<file path="config.mk">
export PLATFORM = sky130hd
export DESIGN_NAME = ijq_slot_map
export DESIGN_NICKNAME = d
export VERILOG_FILES = /design/src/rtl/ijq_pkg.sv /design/src/rtl/ijq_slot_map.sv
export SDC_FILE = /design/constraint.sdc
export NUM_CORES = 1
export LEC_CHECK = 0
export BUFFER_PORTS_ARGS = -buffer_cell sky130_fd_sc_hd__buf_4
export CAP_MARGIN = 20
export CORE_UTILIZATION = 65
export CTS_BUF_LIST = sky130_fd_sc_hd__clkbuf_4 sky130_fd_sc_hd__clkbuf_8 sky130_fd_sc_hd__clkbuf_16
export DETAILED_ROUTE_END_ITERATION = 10
export PLACE_DENSITY = 0.82
export SYNTH_ARGS = -nofsm -noshare
export SYNTH_HDL_FRONTEND = slang
export SYNTH_SLANG_ARGS = --single-unit
</file>
<file path="constraint.sdc">
create_clock -name clk -period 5.6 [get_ports clk]
set_clock_uncertainty 0.2 [all_clocks]
set_input_delay 0.28 -clock clk [delete_from_list [all_inputs] [get_ports clk]]
set_output_delay 0.28 -clock clk [all_outputs]
set_load 0.005 [all_outputs]
</file>
<file path="src/rtl/ijq_pkg.sv">
// ----------------------------------------------------------------------------
// ijq_pkg: shared types and constants of the indexed min-heap job queue
// Holds the heap entry layout, command and status codes and the ordering rule.
// ----------------------------------------------------------------------------
package ijq_pkg;

	localparam int IdW = 7;
	localparam int IdSpace = 128;

	// Command codes.
	localparam logic [1:0] CMD_INSERT  = 2'd0;
	localparam logic [1:0] CMD_EXTRACT = 2'd1;
	localparam logic [1:0] CMD_HALVE   = 2'd2;
	localparam logic [1:0] CMD_DEC     = 2'd3;

	// Status codes.
	localparam logic [2:0] ST_OK     = 3'd0;
	localparam logic [2:0] ST_EMPTY  = 3'd1;
	localparam logic [2:0] ST_FULL   = 3'd2;
	localparam logic [2:0] ST_ABSENT = 3'd3;
	localparam logic [2:0] ST_DUP    = 3'd4;

	// One heap entry: id, start time, full length and remaining length.
	typedef struct packed {
		logic [IdW-1:0] id;
		logic [15:0]    start;
		logic [15:0]    len;
		logic [15:0]    rem;
	} entry_t;

	// Lower remaining length first; on a tie the lower id first.
	function automatic logic comes_first(entry_t a, entry_t b);
		logic res;
		if (a.rem != b.rem) begin
			res = a.rem < b.rem;
		end else begin
			res = a.id < b.id;
		end
		return res;
	endfunction

endpackage

</file>
<file path="src/rtl/ijq_slot_map.sv">
// ----------------------------------------------------------------------------
// ijq_slot_map: job id to heap slot map
// Slot memory with registered read, plus one presence flag per job id.
// ----------------------------------------------------------------------------
module ijq_slot_map #(
	parameter int SW = 7
) (
	input  logic                    clk,
	input  logic                    arst_n,
	input  logic [ijq_pkg::IdW-1:0] rd_id,
	output logic [SW-1:0]           rd_slot,
	output logic                    rd_valid,
	input  logic                    wr_en,
	input  logic [ijq_pkg::IdW-1:0] wr_id,
	input  logic [SW-1:0]           wr_slot,
	input  logic                    clr_en,
	input  logic [ijq_pkg::IdW-1:0] clr_id
);

	logic [SW-1:0]               slot_mem [ijq_pkg::IdSpace];
	logic [ijq_pkg::IdSpace-1:0] present_q;

	// Slot memory.
	always_ff @(posedge clk) begin
		if (wr_en) begin
			slot_mem[wr_id] <= wr_slot;
		end
		rd_slot <= slot_mem[rd_id];
	end

	// Presence flags; a write marks the id present, a clear marks it absent.
	always_ff @(posedge clk or negedge arst_n) begin
		if (!arst_n) begin
			present_q <= '0;
			rd_valid  <= 1'b0;
		end else begin
			if (wr_en) begin
				present_q[wr_id] <= 1'b1;
			end
			if (clr_en) begin
				present_q[clr_id] <= 1'b0;
			end
			rd_valid <= present_q[rd_id];
		end
	end

endmodule
</file>
Word level (Yosys, flattened, before mapping)
Memory sizes are Yosys's and may differ from the RTL's. A register that Yosys moved wholly into a read port is not among the register bits.
Index checks and enable logic that the tools add are counted.
{ "op_classes": {"order_cmp": 5, "n_mux": 10, "n_bitwise": 3, "reduce_logical": 2} }
{ "ops": {"columns": ["op", "n"], "rows": [
  ["$mux W128", 2],
  ["$and A128 B128 Y128", 1],
  ["$not A128 Y128", 1],
  ["$or A128 B128 Y128", 1],
  ["$lt A7 B8 Y1 const B", 3],
  ["$demux W1 S7", 2],
  ["$ge A7 B1 Y1 const B", 2],
  ["$bmux W1 S7", 1],
  ["$mux W1", 5],
  ["$logic_and A1 B1 Y1", 2]
]} }
{ "totals": {"reg_bits": 129, "ramBits": 896, "input_bits": 32, "elab_cells": 23, "n_memories": 1} }
{ "memory_table": {"columns": ["memory", "depth", "word_bits", "read_ports", "rd_clocked_by_memory_dff", "wr", "line", "text"], "rows": [
  ["slot_mem", 128, 7, 1, 1, 1, "ijq_slot_map.sv:20", "logic [SW-1:0] slot_mem [ijq_pkg::IdSpace];"]
]} }

Longest topological paths before layout
Gate-level depths: netlist of run 1.
{ "depth": {"ltp_word": 8, "mapped_depth": 7, "depth_no_buf": 4} }

Worst setup path after synthesis of run 1
Ideal clock, no wire load.
{ "synth_path": {"path_type": "in2reg", "from": "input rd_id[0] in the netlist's numbering", "to": "register rd_valid", "setup_time_ns": 0.125, "arrival_ns": 2.665, "slack_ns": 2.610, "path_stages": 6, "path_buffers": 2, "path_cell_list": "clkbuf_1 -> buf_1 -> mux4_2 -> mux4_2 -> mux4_2 -> mux2_2"} }
{ "synth_between": {"elab_chain_len": 2} }
{ "synth_lines": {"columns": ["element", "line", "text"], "rows": [
  ["start: declaration", "ijq_slot_map.sv:10", "input logic [ijq_pkg::IdW-1:0] rd_id,"],
  ["$bmux W1 S7", "ijq_slot_map.sv:43", "rd_valid <= present_q[rd_id];"],
  ["$mux W1 (not written as such)", "ijq_slot_map.sv:43", null],
  ["end signal: assignment", "ijq_slot_map.sv:43", null],
  ["end: declaration", "ijq_slot_map.sv:12", "output logic rd_valid,"]
]} }
Every way passes these cells. The select of a mux whose other input is x is not followed.

==> reports/results.ini, run 1 <==
[status]
outcome=finished clean

[worst_setup_path]
ff2ff_setup_slack_ps=2890
cp-start-kind=primary input
cp.arrival_ps=3420
r2r-start=slot_mem[61][4]
timing.rr.end=rd_slot[4]
required_ps=5930
worstSetupPathType=in -> reg
r2r.worst_path.cells=4
critPathCaptureType=flip-flop
slowest_delay_ps=570
slowest_stage=buf_4
cp_max_fo=89
crit_chain=buf_8, buf_4, mux4_2, mux4_2, mux4_2, mux2_2
cpMostUsedCell=mux4_2

[final_layout]
syn_to_final_growth_pct=12.0
fin_util=0.736
final_cell_mix=edfxtp_1, mux4_2, nor2_1
final_cells=2837
final_nets=1946
finalInstanceArea_um2=45400
fill_cells=3135
layout_commonest_cell=edfxtp_1
drive_above_1_share=0.298

[timing]
rsz0062_at_grt=no
setup_tns_ps=0
finalSetupViolations=0
period_share=0.552
timing.final.hold_violations=0
fin_hold_ws_ps=5.87
timing.final.ws_setup_ps=2510
max_freq_mhz=324
tightest_slew_ps=1220
slew_headroom=0.185
min_period_ps=3090
maxSlewViolCount=0

[yosys]
synth_top_area_share=0.664
ys_types=32
synth-seq-cells=1032
syn_inst=1831
synth_area_um2=40500
ys_seq_area_frac=0.748
yosys_warnings=0
synth_area_per_cell_um2=22.1
yosysTopAreaCell=edfxtp_1
yosys-top-cells-area=edfxtp_1, mux4_2, dfrtp_1, a2bb2oi_1, nor2_1
syn_nets=1863

[die]
die-width_um=252
core_area_um2=61600
die_area_um2=63300
die_h_um=252
start_util=0.657
io_pins=40
rows=91

[detailed_routing]
via_per_inst=7.45
wirelength_um=103000
dr.pass1.iters=5
antenna_left=0
drc_errors=0
first_iter_violations=3516
via_count=21100
wire_per_inst_um=36.4

[grt]
grt_pass1_wl_um=149000
grt_max_degree=97
antenna_found_initial=7
overflow=0
grt.total_usage=0.336
grt_pass1_vias=21200

[clock_network]
htreeDepth=3
cts_tree=done
clock_path_buffers=3
root_buffer=clkbuf_16
post_cts_buffers=0
cts_buffers=96
path_clk_slew_ps=60
clock_latency_ps=670
cts.sinks=1032

[placement]
placed_cells=2628
place.gp.congestion=0.866
pre_cts_ws_ps=1980
dp_hpwl_um=58900
io_buffers=39
dpl_cell_area_um2=41700

[power_and_ir_drop]
cellPowerDensity_nw_per_um2=366
ir_drop_uv=313
p_total_mw=16.6
p_leak_nw=14.8

[worst_hold_path]
hold_class=in -> reg
holdCritStartpoint=wr_slot[6]
whs_endpoint=slot_mem[79][6]
whs_path_depth=1

[flow_run]
drv_cap=0

-- cells in the mapped netlist --
cell / number
buf_6: 1
dfrtp_1: 129
buf_1: 18
or3b_2: 2
mux4_2: 336
edfxtp_1: 896
nand3b_1: 4
a2bb2oi_1: 88
nand4b_1: 4
or4_1: 1
o22a_1: 35
dfxtp_1: 7
mux2_2: 8
nand2_1: 18
nand2b_1: 7
and3b_1: 1
clkbuf_1: 62
and4_1: 1
nor3_1: 8
nor2_1: 143
and2_1: 1
nand3_1: 10
o32a_1: 1
buf_4: 9
or2_2: 4
nand4bb_1: 3
nor4_1: 3
a21oi_1: 3
nor2b_1: 7
buf_2: 17
nand4_1: 3
o21a_1: 1
-- repair_timing --
| action | CTS | global route |
|---|---|---|
| hold endpoints to repair | 316 | 0 |
| resized for setup | 0 | 0 |
| hold buffers | 21 | 0 |
-- report_power, final --
group	switching, mW	internal (mW)
clock	2.85	4.06
sequential	0.106	8.52
combinational	0.575	0.476
-- worst max path at each step --
stage / startpoint / endpoint / slack, ps / cells after the start
2_1_floorplan: rd_id[0] / rd_valid / 2610 / 6
3_3_place_gp: rd_id[0] / rd_slot[5] / 2010 / 6
3_5_place_dp: rd_id[2] / rd_slot[5] / 1980 / 6
4_1_cts: rd_id[0] / rd_slot[4] / 2610 / 6
5_1_grt: rd_id[0] / rd_slot[4] / 2520 / 6
6_report: rd_id[2] / rd_slot[5] / 2510 / 6
-- state kept, by name, indices dropped and copies added (netlist names) --
register,flops
slot_mem,896
present_q,128
rd_slot,7
rd_valid,1
-- metal layers --
layer,wire (µm),up-vias,track usage
li1,-,7925,-
met1,36000,11000,0.465
met2,50100,1857,0.524
met3,12800,350,0.0885
met4,4400,6,0.135
met5,44,-,0
-- layout make-up --
type	count	area, µm²	area share
clock inverter	48	494	0.0109
antenna	2	5.00	0.000110
sequential	1032	30300	0.667
timing repair buffer	92	861	0.0190
multi-input combinational	692	9800	0.216
clock buffer	134	2880	0.0635
tap	837	1050	0.0231
-- critical path, delay by kind of cell --
| family | cells | cell delay [ps] |
|---|---|---|
| multiplexers | 4 | 1830 |
| buffers and inverters | 2 | 1090 |
-- cell families after synthesis --
kind of cell,Yosys count,synth area share
buffers and inverters,107,0.0115
AOI/OAI and AO/OA,128,0.0274
and+or+nand+nor,220,0.0245
muxes,344,0.189
DFF,1032,0.748
Note: power is estimated with default switching activity, not from simulation.
==> run 2, diff against run 1 <==
CORE_UTILIZATION = 57   (was 65)
PLACE_DENSITY = 0.76   (was 0.82)
clock period = 2.7 ns   (was 5.6 ns; I/O delays follow)
==> run 2 against run 1 <==
  * Register-to-register slack worse by 2900 ps
  * Hold slack better by 17 ps
  * Setup slack worse by 2500 ps
  * Routed wire length down 2.9%
  * Non-clock buffer count up 211
  * Combinational power up 120%
  * Cell area up 4.5%
  * Count of clock-buffer cells in the layout down 2
==> reports/results.ini, run 2 (synthesized netlist as in run 1, its figures left out) <==
[status]
outcome=finished clean

[worst_setup_path]
required_ps=3050
crit_buf_inv=0
cp_max_fo=1
crit_chain=mux4_2, mux4_2, mux4_2, mux2_2
critPathLaunch=slot_mem[92][5]
endpoint=rd_slot[5]
ff2ff_setup_slack_ps=3
cpMostUsedCell=mux4_2
worstSetupPathType=reg -> reg
slowest_stage=mux4_2
timing.rr.end=rd_slot[5]
cp.arrival_ps=3050
critPathCaptureType=flip-flop
cp-start-kind=flip-flop
r2r.worst_path.cells=4
slowest_delay_ps=590
crit_family=multiplexers
r2r-start=slot_mem[92][5]
path_depth=4

[grt]
grt_pass1_wl_um=146000
overflow=0
grt_max_degree=129
grt.total_usage=0.288
grt_pass1_vias=21500
antenna_found_initial=4

[worst_hold_path]
hold_class=in -> reg

[placement]
dp_hpwl_um=61900
place.gp.congestion=0.906
pre_cts_ws_ps=-289
io_buffers=39

[clock_network]
cts.sinks=1032
root_buffer=clkbuf_16
htreeDepth=3
cts_tree=done
clock_latency_ps=680
post_cts_resized=0
path_clk_slew_ps=60
cts_buffers=100
clock_path_buffers=3

[timing]
maxSlewViolCount=0
tightest_slew_ps=871
finalSetupViolations=0
timing.final.hold_violations=0
timing.final.ws_setup_ps=2.53
min_period_ps=2700
period_share=0.999
rsz0062_at_grt=no
fin_hold_ws_ps=22.8
max_freq_mhz=371
slew_headroom=0.416

[die]
die_area_um2=72100
rows=97
start_util=0.577
die_h_um=269
io_pins=40
core_area_um2=70100
die-width_um=269

[final_layout]
fin_util=0.676
largestRegisters=slot_mem x896, present_q x128, rd_slot x7
layout_commonest_cell=edfxtp_1
syn_to_final_growth_pct=17.1
multi_input_area_um2=9770
final_cell_mix=edfxtp_1, mux4_2, buf_4
largest_reg_flops=896
regMostFlops=slot_mem
drive_above_1_share=0.354
final_nets=2161
seqCellArea_um2=30300
num_antenna_cells=0
fill_cells=4324

[detailed_routing]
first_iter_violations=3004
antenna_left=0
dr.pass1.iters=5
via_count=21200
via_per_inst=6.71
wire_per_inst_um=31.8
drc_errors=0
wirelength_um=100000

[power_and_ir_drop]
p_leak_nw=16.0
ir_drop_uv=664
p_total_mw=34.4
cellPowerDensity_nw_per_um2=725

[flow_run]
drv_cap=0

run 2: cell count changes in the layout (fill, tap and decap cells not counted), moves of 3 or more:
| cell | previous run | this run |
|---|---|---|
| clkbuf_4 | 22 | 27 |
| nor2_2 | 6 | 0 |
| clkbuf_8 | 11 | 3 |
| nor2_1 | 137 | 143 |
| buf_12 | 6 | 36 |
| dlygate4sd3_1 | 21 | 39 |
| clkinv_1 | 16 | 19 |
| buf_4 | 58 | 225 |
run 2: metrics by stage:
stage	instance area (µm²)	setup TNS, ps	instances
2_1_floorplan	40500	0	1831
3_3_place_gp	43700	-1680	2928
4_1_cts	47400	0	3153
6_report	47400	0	3153
5_1_grt	47400	0	3153
3_5_place_dp	43700	-1740	2928
run 2: worst min-delay path, delay by kind of cell:
| kind | cells | cell delay (ps) |
|---|---|---|
| muxes | 2 | 500 |
| buffers and inverters | 1 | 210 |
run 2: report_power, final:
part           switching (mW)  internal (mW)
clock                    5.94           8.26
sequential              0.210           17.7
combinational            1.18           1.13
total                    7.32           27.1
run 2: metal layers:
layer | vias to the layer above | track usage | part of all wire
met1 | 11200 | 0.403 | 0.38
met4 | 4 | 0.0955 | 0.032
met3 | 225 | 0.0679 | 0.10
li1 | 8350 | - | -
met2 | 1407 | 0.453 | 0.49
met5 | - | 0 | 0.00029
run 2: worst min-delay path by stage:
stage                  start            end  cells past startpoint
detailed placement    arst_n  present_q[78]                      1
CTS                 rd_id[3]       rd_valid                      3
finish              rd_id[3]     rd_slot[4]                      3
floorplan             arst_n   present_q[0]                      0
global placement      arst_n  present_q[78]                      1
global route        rd_id[3]     rd_slot[2]                      3
run 2: cell type report:
class                   instances  share of cell area
repair buffers                303              0.0599
well taps                     940              0.0248
clock buffers                 132              0.0590
multi-input cells             692               0.206
clock inverters                54              0.0116
flip-flops and latches       1032               0.639
run 2: timing repair:
action / CTS / global route
setup buffers: 0 / 0
endpoints found under the hold margin: 940 / 0
hold buffers: 39 / 0
